$ cat config.mk
export PLATFORM = sky130hd
export DESIGN_NAME = hpp_divider
export DESIGN_NICKNAME = d
export VERILOG_FILES = /design/src/design/hpp_pkg.sv /design/src/design/hpp_divider.sv
export SDC_FILE = /design/constraint.sdc
export NUM_CORES = 1
export LEC_CHECK = 0
export BUFFER_PORTS_ARGS = -buffer_cell sky130_fd_sc_hd__buf_2
export CORE_MARGIN = 5
export CORE_UTILIZATION = 50
export DETAILED_ROUTE_END_ITERATION = 10
export GPL_TIMING_DRIVEN = 1
export PLACE_DENSITY = 0.78
export SYNTH_ARGS = -nofsm -noshare
export SYNTH_HDL_FRONTEND = slang
export SYNTH_SLANG_ARGS = --single-unit
$ cat constraint.sdc
create_clock -name clk -period 2.7 [get_ports clk]
set_input_delay 0.27 -clock clk [delete_from_list [all_inputs] [get_ports clk]]
set_output_delay 0.27 -clock clk [all_outputs]
set_load 0.03 [all_outputs]
$ cat src/design/hpp_pkg.sv
`timescale 1ns / 1ps
`default_nettype none
// ----------------------------------------------------------------------------
// hpp_pkg: shared types and constants for the pursuit block
// Payload structs, register indexes, reset values and the CORDIC angle table.
// ----------------------------------------------------------------------------
package hpp_pkg;

  localparam int CordicSteps = 16;

  localparam logic [0:0] REG_ANGULAR_RATE = 1'b0;
  localparam logic [0:0] REG_LINEAR_RATE  = 1'b1;

  localparam logic [15:0] ANGULAR_RATE_RESET = 16'd18204;
  localparam logic [15:0] LINEAR_RATE_RESET  = 16'd25600;
  localparam logic [19:0] POS_X_RESET        = 20'd102400;
  localparam logic [19:0] POS_Y_RESET        = 20'd76800;
  localparam logic [23:0] HALF_TURN_ACC      = 24'h800000;

  typedef struct packed {
    logic signed [11:0] target_x;
    logic signed [11:0] target_y;
    logic [15:0]        elapsed_time;
  } in_item_t;

  typedef struct packed {
    logic signed [19:0] position_x;
    logic signed [19:0] position_y;
    logic [15:0]        heading;
  } out_item_t;

  function automatic logic [23:0] atan_entry(input logic [4:0] i);
    logic [23:0] v;
    unique case (i)
      5'd0:  v = 24'd2097152;
      5'd1:  v = 24'd1238021;
      5'd2:  v = 24'd654136;
      5'd3:  v = 24'd332050;
      5'd4:  v = 24'd166669;
      5'd5:  v = 24'd83416;
      5'd6:  v = 24'd41718;
      5'd7:  v = 24'd20860;
      5'd8:  v = 24'd10430;
      5'd9:  v = 24'd5215;
      5'd10: v = 24'd2608;
      5'd11: v = 24'd1304;
      5'd12: v = 24'd652;
      5'd13: v = 24'd326;
      5'd14: v = 24'd163;
      5'd15: v = 24'd81;
      5'd16: v = 24'd41;
      5'd17: v = 24'd20;
      5'd18: v = 24'd10;
      5'd19: v = 24'd5;
      5'd20: v = 24'd3;
      5'd21: v = 24'd1;
      5'd22: v = 24'd1;
      default: v = 24'd0;
    endcase
    return v;
  endfunction

endpackage
`default_nettype wire

$ cat src/design/hpp_divider.sv
`timescale 1ns / 1ps
`default_nettype none
// ----------------------------------------------------------------------------
// hpp_divider: restoring divider, one quotient bit per cycle
// Divides a 48-bit unsigned numerator by a 24-bit divisor.
// ----------------------------------------------------------------------------
module hpp_divider
  import hpp_pkg::*;
(
  input  wire logic        clk,
  input  wire logic        rst_n,
  input  wire logic        start,
  input  wire logic [47:0] num,
  input  wire logic [23:0] den,
  output logic             done,
  output logic [47:0]      quo
);

  logic [47:0] q_r, q_nxt;
  logic [24:0] rem_r, rem_nxt;
  logic [23:0] den_r, den_nxt;
  logic [5:0]  cnt_r, cnt_nxt;
  logic        busy_r, busy_nxt;
  logic        done_r, done_nxt;
  logic [24:0] sh;

  always_comb begin
    q_nxt = q_r;
    rem_nxt = rem_r;
    den_nxt = den_r;
    cnt_nxt = cnt_r;
    busy_nxt = busy_r;
    done_nxt = 1'b0;
    sh = {rem_r[23:0], q_r[47]};
    if (start) begin
      q_nxt = num;
      rem_nxt = '0;
      den_nxt = den;
      cnt_nxt = '0;
      busy_nxt = 1'b1;
    end else if (busy_r) begin
      // Remainder stays below the divisor, so 25 bits hold the shifted value.
      if (sh >= {1'b0, den_r}) begin
        rem_nxt = sh - {1'b0, den_r};
        q_nxt = {q_r[46:0], 1'b1};
      end else begin
        rem_nxt = sh;
        q_nxt = {q_r[46:0], 1'b0};
      end
      cnt_nxt = cnt_r + 6'd1;
      if (cnt_r == 6'd47) begin
        busy_nxt = 1'b0;
        done_nxt = 1'b1;
      end
    end
  end

  always_ff @(posedge clk) begin
    if (!rst_n) begin
      busy_r <= 1'b0;
      done_r <= 1'b0;
      cnt_r <= '0;
    end else begin
      busy_r <= busy_nxt;
      done_r <= done_nxt;
      cnt_r <= cnt_nxt;
    end
    q_r <= q_nxt;
    rem_r <= rem_nxt;
    den_r <= den_nxt;
  end

  assign done = done_r;
  assign quo = q_r;

endmodule
`default_nettype wire

==> impl_metrics.toml, run 1 <==
[outcome]
run_status = "complete, no violations"

[timing]
final.period_utilization = 0.9628
max_slew.worst_pin.slew_ns = 0.4668
normalized_max_slew_margin = 0.6808
maxClockFrequency_mhz = 384.7
setup_violations = 0
period_minus_slack_ns = 2.600
clock_skew_ns = 0.007040
timing_hold_violations_final = 0
final_critical_path_setup_slack_ns = 0.1004
timing_max_transition_violations_final = 0

[clock_tree]
root_buffer = "sky130_fd_sc_hd__clkbuf_16"
cts_tree = "yes"
clk_pin_slew_ns = 0.07
worstSkewPairLatency_ns = 0.35
cts_buffers = 9
h-tree-depth = 3
cts-root-to-sink-buffers = 2
clock_sinks = 104

[placed_design]
dpl-instance-area_um2 = 6499
place.port_buffers = 123
globalplace.congestion = 0.9022
detailed_place_hpwl_um = 9682
dp_slack_ns = 0.04848

[logic_synthesis]
yosysWarningCount = 0
most_common_cell_in_the_netlist = "sky130_fd_sc_hd__edfxtp_1"
syn-instance-count = 494
yosysUniqueCellTypes = 66
synth_flop_cell = "sky130_fd_sc_hd__edfxtp_1"
async_reset_ff_frac = 0
synthDominantCellAreaShare = 0.3816
synth.avg_cell_area_um2 = 11.47
synth_xor_xnor_area_share = 0.02473
dominant_combinational_cell_family_by_area_after_synthesis = "compound AO/OA/AOI/OAI gates"
synth_mux_area_frac = 0.1036
netlist_area_um2 = 5665
synth_seq_cells = 104
yosys.area_share.adder = 0.05875
synth-compound-area-share = 0.1603
net_count_after_synthesis = 595
ys_seq_area_frac = 0.4947
synth.top_cells.by_count = "sky130_fd_sc_hd__edfxtp_1 (72), sky130_fd_sc_hd__mux2_2 (49), sky130_fd_sc_hd__nand2_1 (40), sky130_fd_sc_hd__nor2_1 (37), sky130_fd_sc_hd__dfxtp_1 (32)"
cell_type_with_the_highest_aggregate_area_in_the_netlist = "sky130_fd_sc_hd__edfxtp_1"
yosys.area_share.simple = 0.1162
top_post_synthesis_cells_by_area = "sky130_fd_sc_hd__edfxtp_1 (38%), sky130_fd_sc_hd__dfxtp_1 (11%), sky130_fd_sc_hd__mux2_2 (9.7%)"
post_synth_edffs = 72

[floorplanning]
floorplan.die.width_um = 116.4
core.rowCount = 38
chipHeight_um = 116.4
core-area_um2 = 10980
floorplan.die_area_um2 = 13560
ios = 124
floorplan.initialDensity = 0.5158

[routing]
route.detailed.wl_per_inst_um = 17.29
firstDrtPassIters = 4
detailroute.via_count = 4304
ant_nets = 0
route.detailed.drc = 0
detail_route.wirelength_um = 13240
vias_per_cell = 5.619
drt_first_iter_violations = 237

[global_route]
grt_pass1_wl_um = 21290
grt_overflow_total = 0
antenna_found_initial = 0
pin_count_of_the_biggest_net_entering_global_routing = 64
grt_pass1_vias = 4422
grt_util_all_layers = 0.2004

[job]
maxCapViolCount = 0

[worst_setup_path]
critical_path.n_buffers_inverters = 1
worst-endpoint-required_ns = 2.96
startpoint_type = "flop"
critical_path.top_delay_family = "compound AO/OA/AOI/OAI gates"
timing.critical_path.fanout_max = 4
timing.critical_path.depth = 10
timing_worst_setup_path_type = "reg2reg"
crit_path_end_kind = "flop"
critical-path-slowest-cell = "sky130_fd_sc_hd__edfxtp_1"
reg2regPathDepth = 10
worst_ep_arrival_time_ns = 2.86
max_stage_delay_ns = 0.39
cp_cell_sequence = "inv_1, ha_1, fa_1, nor2b_1, o31a_1, o41ai_4, a21oi_2, o21a_1, or3_1, a311oi_2"

[power_and_ir_drop]
ir_worst_vdd_mv = 0.4493
power_leakage_uw = 0.002960
power_density_nw_per_um2 = 641.3

[cells_and_area]
layout-area-overhead-vs-synth_pct = 21.27
total_area_of_multi_input_combinational_cells_um2 = 2703
finalInstanceArea_um2 = 6870
final_nets = 722
nFillCells = 824
regArea_um2 = 2803
post-route-util = 0.6255
antenna_cells = 0
final_layout_size_suffix_gt1_frac = 0.3866

[hold_path]
timing.hold.worst.class = "in2reg"
hold_path_depth = 1
power by group:
group | switching [µW] | total (µW) | leakage (µW) | internal [µW]
Clock | 586 | 1240 | 0.000140 | 658
Combinational | 713 | 1210 | 0.00184 | 493
Sequential | 81.0 | 1960 | 0.000981 | 1880
cell type report:
type | count | area share
clock inverter | 5 | 0.005828
clock buffer | 11 | 0.03533
tap | 140 | 0.02550
multi-input combinational | 334 | 0.3934
inverter | 31 | 0.01694
timing repair buffer | 141 | 0.1151
sequential | 104 | 0.4079
metrics by stage:
stage                     cells  hold WS, ns  power (µW)  TNS (ns)
after CTS                   764      0.08292        4393         0
after detailed placement    748       0.4481        3148         0
final                       766      0.09442        4406         0
after floorplan             494       0.3689        2811         0
after global placement      748       0.4466        3110         0
after global routing        766      0.07937        4632  -0.01680
timing repair:
item	CTS	global route
endpoints found under the setup margin	0	13
hold buffers	0	0
gates resized for setup	0	11
buffers inserted	0	2
registers in the layout (all words and copies together) (netlist names):
signal,cells
busy_r,1
cnt_r,6
den_r,24
done,1
quo,48
rem_r,24
worst reg2reg max path: stages, from the launching register on:
cell and delay (ns):
sky130_fd_sc_hd__edfxtp_1 0.39, sky130_fd_sc_hd__inv_1 0.09, sky130_fd_sc_hd__ha_1 0.19, sky130_fd_sc_hd__fa_1 0.22
sky130_fd_sc_hd__nor2b_1 0.07, sky130_fd_sc_hd__o31a_1 0.29, sky130_fd_sc_hd__o41ai_4 0.35, sky130_fd_sc_hd__a21oi_2 0.13
sky130_fd_sc_hd__o21a_1 0.19, sky130_fd_sc_hd__or3_1 0.35, sky130_fd_sc_hd__a311oi_2 0.24
worst paths after layout:
| check | end | start | slack, ns |
|---|---|---|---|
| max reg2reg | rem_r[14]$_SDFFE_PP0P_ | quo[47]$_DFFE_PP_ | 0.10 |
| max | rem_r[14]$_SDFFE_PP0P_ | quo[47]$_DFFE_PP_ | 0.10 |
| min | den_r[22]$_DFFE_PP_ | den[22] | 0.09 |
| min reg2reg | cnt_r[5]$_SDFFE_PP0P_ | cnt_r[5]$_SDFFE_PP0P_ | 0.50 |
placed cells by master, fill, tap and decap left out, types with 5 or more instances in the layout:
master                      instances
sky130_fd_sc_hd__buf_4             16
sky130_fd_sc_hd__clkbuf_16          9
sky130_fd_sc_hd__nor2_1            37
sky130_fd_sc_hd__ha_1              25
sky130_fd_sc_hd__nand4_1            6
sky130_fd_sc_hd__dfxtp_1           32
sky130_fd_sc_hd__nor2b_1            5
sky130_fd_sc_hd__or3_1              7
sky130_fd_sc_hd__nand3_1            8
sky130_fd_sc_hd__a211oi_1           6
sky130_fd_sc_hd__xnor2_1            7
sky130_fd_sc_hd__a21oi_1           12
sky130_fd_sc_hd__o21ai_0           12
sky130_fd_sc_hd__and3_1             7
sky130_fd_sc_hd__xor2_1             9
sky130_fd_sc_hd__inv_1             31
sky130_fd_sc_hd__a21o_1            14
sky130_fd_sc_hd__nand2_1           39
sky130_fd_sc_hd__mux2_2            49
sky130_fd_sc_hd__edfxtp_1          72
sky130_fd_sc_hd__nor3_1             8
sky130_fd_sc_hd__buf_2            122
sky130_fd_sc_hd__a311oi_2          10
layer usage:
layer	vias up	global-route usage	wire length [µm]
met2	116	0.3459	6841
li1	2106	-	-
met3	29	0.03782	624
met5	-	0	0
met4	0	0.08198	308
met1	2053	0.2468	5467
logic make-up (layout without fill, tap and decap cells):
logic type,after synthesis,count (layout)
AOI/OAI and AO/OA,106,106
xor gates and xnor gates,16,16
adders and majority gates,26,26
buffers and inverters,56,188
DFF,104,104
muxes,52,52
and+or+nand+nor,134,134
Note: power is estimated with default switching activity, not from simulation.
==> run 2, diff against run 1 <==
--- a/config.mk
+++ b/config.mk
@@ -10,7 +10,7 @@
 export CORE_UTILIZATION = 50
 export DETAILED_ROUTE_END_ITERATION = 10
 export GPL_TIMING_DRIVEN = 1
-export PLACE_DENSITY = 0.78
+export PLACE_DENSITY = 0.81
 export SYNTH_ARGS = -nofsm -noshare
 export SYNTH_HDL_FRONTEND = slang
 export SYNTH_SLANG_ARGS = --single-unit
==> constraint.sdc (replaced) <==
create_clock -name clk -period 2.2 [get_ports clk]
set_input_delay 0.22 -clock clk [delete_from_list [all_inputs] [get_ports clk]]
set_output_delay 0.22 -clock clk [all_outputs]
set_load 0.03 [all_outputs]
==> run 2 against run 1 <==
  * The flow now finishes with violations (setup timing)
  * Final area rose by 19%
  * Clock-buffer cell count fell by 2
  * Die area did not move
  * Core utilization rose by 12 points
  * Fmax fell by 0.31%
  * First-iteration DRC count rose by 54%
  * Sequential cell count did not move
  * Critical endpoint unchanged
==> impl_metrics.toml, run 2 (synthesis gave the netlist of run 1 again) <==
[worst_setup_path]
max_stage_delay_ns = 0.41
crit_path_end_kind = "flop"
timing_worst_setup_path_type = "reg2reg"
r2r_setup_slack_ns = -0.41
worst_ep_arrival_time_ns = 2.88
critical-path-slowest-cell = "sky130_fd_sc_hd__edfxtp_1"
cp_cell_sequence = "inv_2, ha_4, fa_2, nor2b_4, o31a_1, o41ai_4, buf_4, a21oi_2, o21a_1, or3_1, a311oi_2"
reg2regPathDepth = 11
startpoint_type = "flop"
timing.critical_path.fanout_max = 3
worst-endpoint-required_ns = 2.47

[outcome]
run_status = "finished with violations"
violations = "setup timing"

[cells_and_area]
finalInstanceArea_um2 = 8150
mostFrequentLayoutCells = "sky130_fd_sc_hd__buf_2 (122), sky130_fd_sc_hd__buf_4 (90), sky130_fd_sc_hd__edfxtp_1 (72)"
largest_reg_flops = 48
nFillCells = 643
layout-area-overhead-vs-synth_pct = 43.86
layout_commonest_cell = "sky130_fd_sc_hd__buf_2"
final_nets = 809
final_layout_size_suffix_gt1_frac = 0.5736

[timing]
final_critical_path_setup_slack_ns = -0.4076
maxClockFrequency_mhz = 383.5
timing_max_transition_violations_final = 0
normalized_max_slew_margin = 0.5387
timing_hold_violations_final = 0
max_slew.worst_pin.slew_ns = 0.6902
unrepaired_setup_endpoints_after_global_routing = "yes"
clock_skew_ns = 0.007463
period_minus_slack_ns = 2.608
setup_violations = 25
final.period_utilization = 1.185

[clock_tree]
cts_hold_buf = 0
cts_tree = "yes"
cts-root-to-sink-buffers = 2
clk_pin_slew_ns = 0.08
root_buffer = "sky130_fd_sc_hd__clkbuf_16"
clock_sinks = 104
h-tree-depth = 3
cts_buffers = 9
worstSkewPairLatency_ns = 0.36

[global_route]
grt_overflow_total = 0
antenna_found_initial = 1
pin_count_of_the_biggest_net_entering_global_routing = 54
grt_pass1_vias = 5140
grt_util_all_layers = 0.2422
grt_pass1_wl_um = 25560

[routing]
drt_first_iter_violations = 365
vias_per_cell = 5.988
met1_length_um = 6531
firstDrtPassIters = 7
highest-signal-layer = "met4"
wl_met3_um = 1273
detailroute.via_count = 5114
route.detailed.wl_per_inst_um = 20.51
met2_wire_length_um = 8744
route.detailed.drc = 0
ant_nets = 0
detail_route.wirelength_um = 17510

[floorplanning]
core.rowCount = 38
floorplan.die.width_um = 116.4
ios = 124
chipHeight_um = 116.4
core-area_um2 = 10980
floorplan.initialDensity = 0.5158
floorplan.die_area_um2 = 13560

[hold_path]
hold_path_depth = 1
timing.hold.worst.class = "in2reg"

[power_and_ir_drop]
ir_worst_vdd_mv = 0.5419
power_density_nw_per_um2 = 773.4
fin_total_pwr_uw = 6304
power_leakage_uw = 0.003499

[placed_design]
globalplace.congestion = 0.8852
place.port_buffers = 123
detailed_place_hpwl_um = 10590
dpl-instance-area_um2 = 7084

[job]
maxCapViolCount = 0
==> run 2: power breakdown <==
| part | internal [µW] | switching [µW] |
|---|---|---|
| clock | 911 | 812 |
| sequential | 2300 | 110 |
| combinational | 995 | 1170 |
| total | 4210 | 2100 |
==> run 2: cell type report <==
type,instances,area (µm²),share of cell area
clock buffers,9,225.2,0.02763
repair buffers,228,1488,0.1825
inverters,31,116.4,0.01428
clock inverters,7,83.83,0.01029
well taps,140,175.2,0.02149
flip-flops and latches,104,2804,0.3440
multi-input cells,334,3256,0.3994
diodes,1,2.502,0.0003070
==> run 2: timing repair <==
item,4_1_cts,5_1_grt
endpoints found under the hold margin,0,0
pin swaps,35,20
endpoints found under the setup margin,25,25
gates resized for setup,65,53
cloned,0,0
setup buffers,10,13
==> run 2: final timing paths <==
path                         start                endpoint
max              quo[47]$_DFFE_PP_  rem_r[14]$_SDFFE_PP0P_
min                        den[20]     den_r[20]$_DFFE_PP_
max reg2reg      quo[47]$_DFFE_PP_  rem_r[14]$_SDFFE_PP0P_
min reg2reg  cnt_r[5]$_SDFFE_PP0P_   cnt_r[5]$_SDFFE_PP0P_
==> run 2: stage by stage <==
step                        util  std cells  hold WS [ns]  setup WS, ns  TNS [ns]
final                     0.7421        854       0.03079       -0.4076    -6.929
after global routing      0.7421        854       0.02184       -0.4897    -9.079
after CTS                 0.7073        840       0.02225       -0.2953    -2.881
after detailed placement  0.6450        814        0.3981       -0.3138    -6.333
after global placement    0.6450        814        0.3959       -0.2593    -4.909
after floorplan                -        494        0.3189       -0.2926    -1.734
==> run 2: critical path, delay by kind of cell (launching register included) <==
kind	cells	cell delay (ns)
fa+ha+maj	2	0.37
simple gates	2	0.40
buf+inv	2	0.30
compound gates	5	1.05
flops	1	0.41
==> run 2: layer usage <==
metal,track usage,vias to the layer above
met4,0.1176,0
li1,-,2281
met2,0.4207,299
met1,0.2876,2448
met5,0,-
met3,0.04663,86
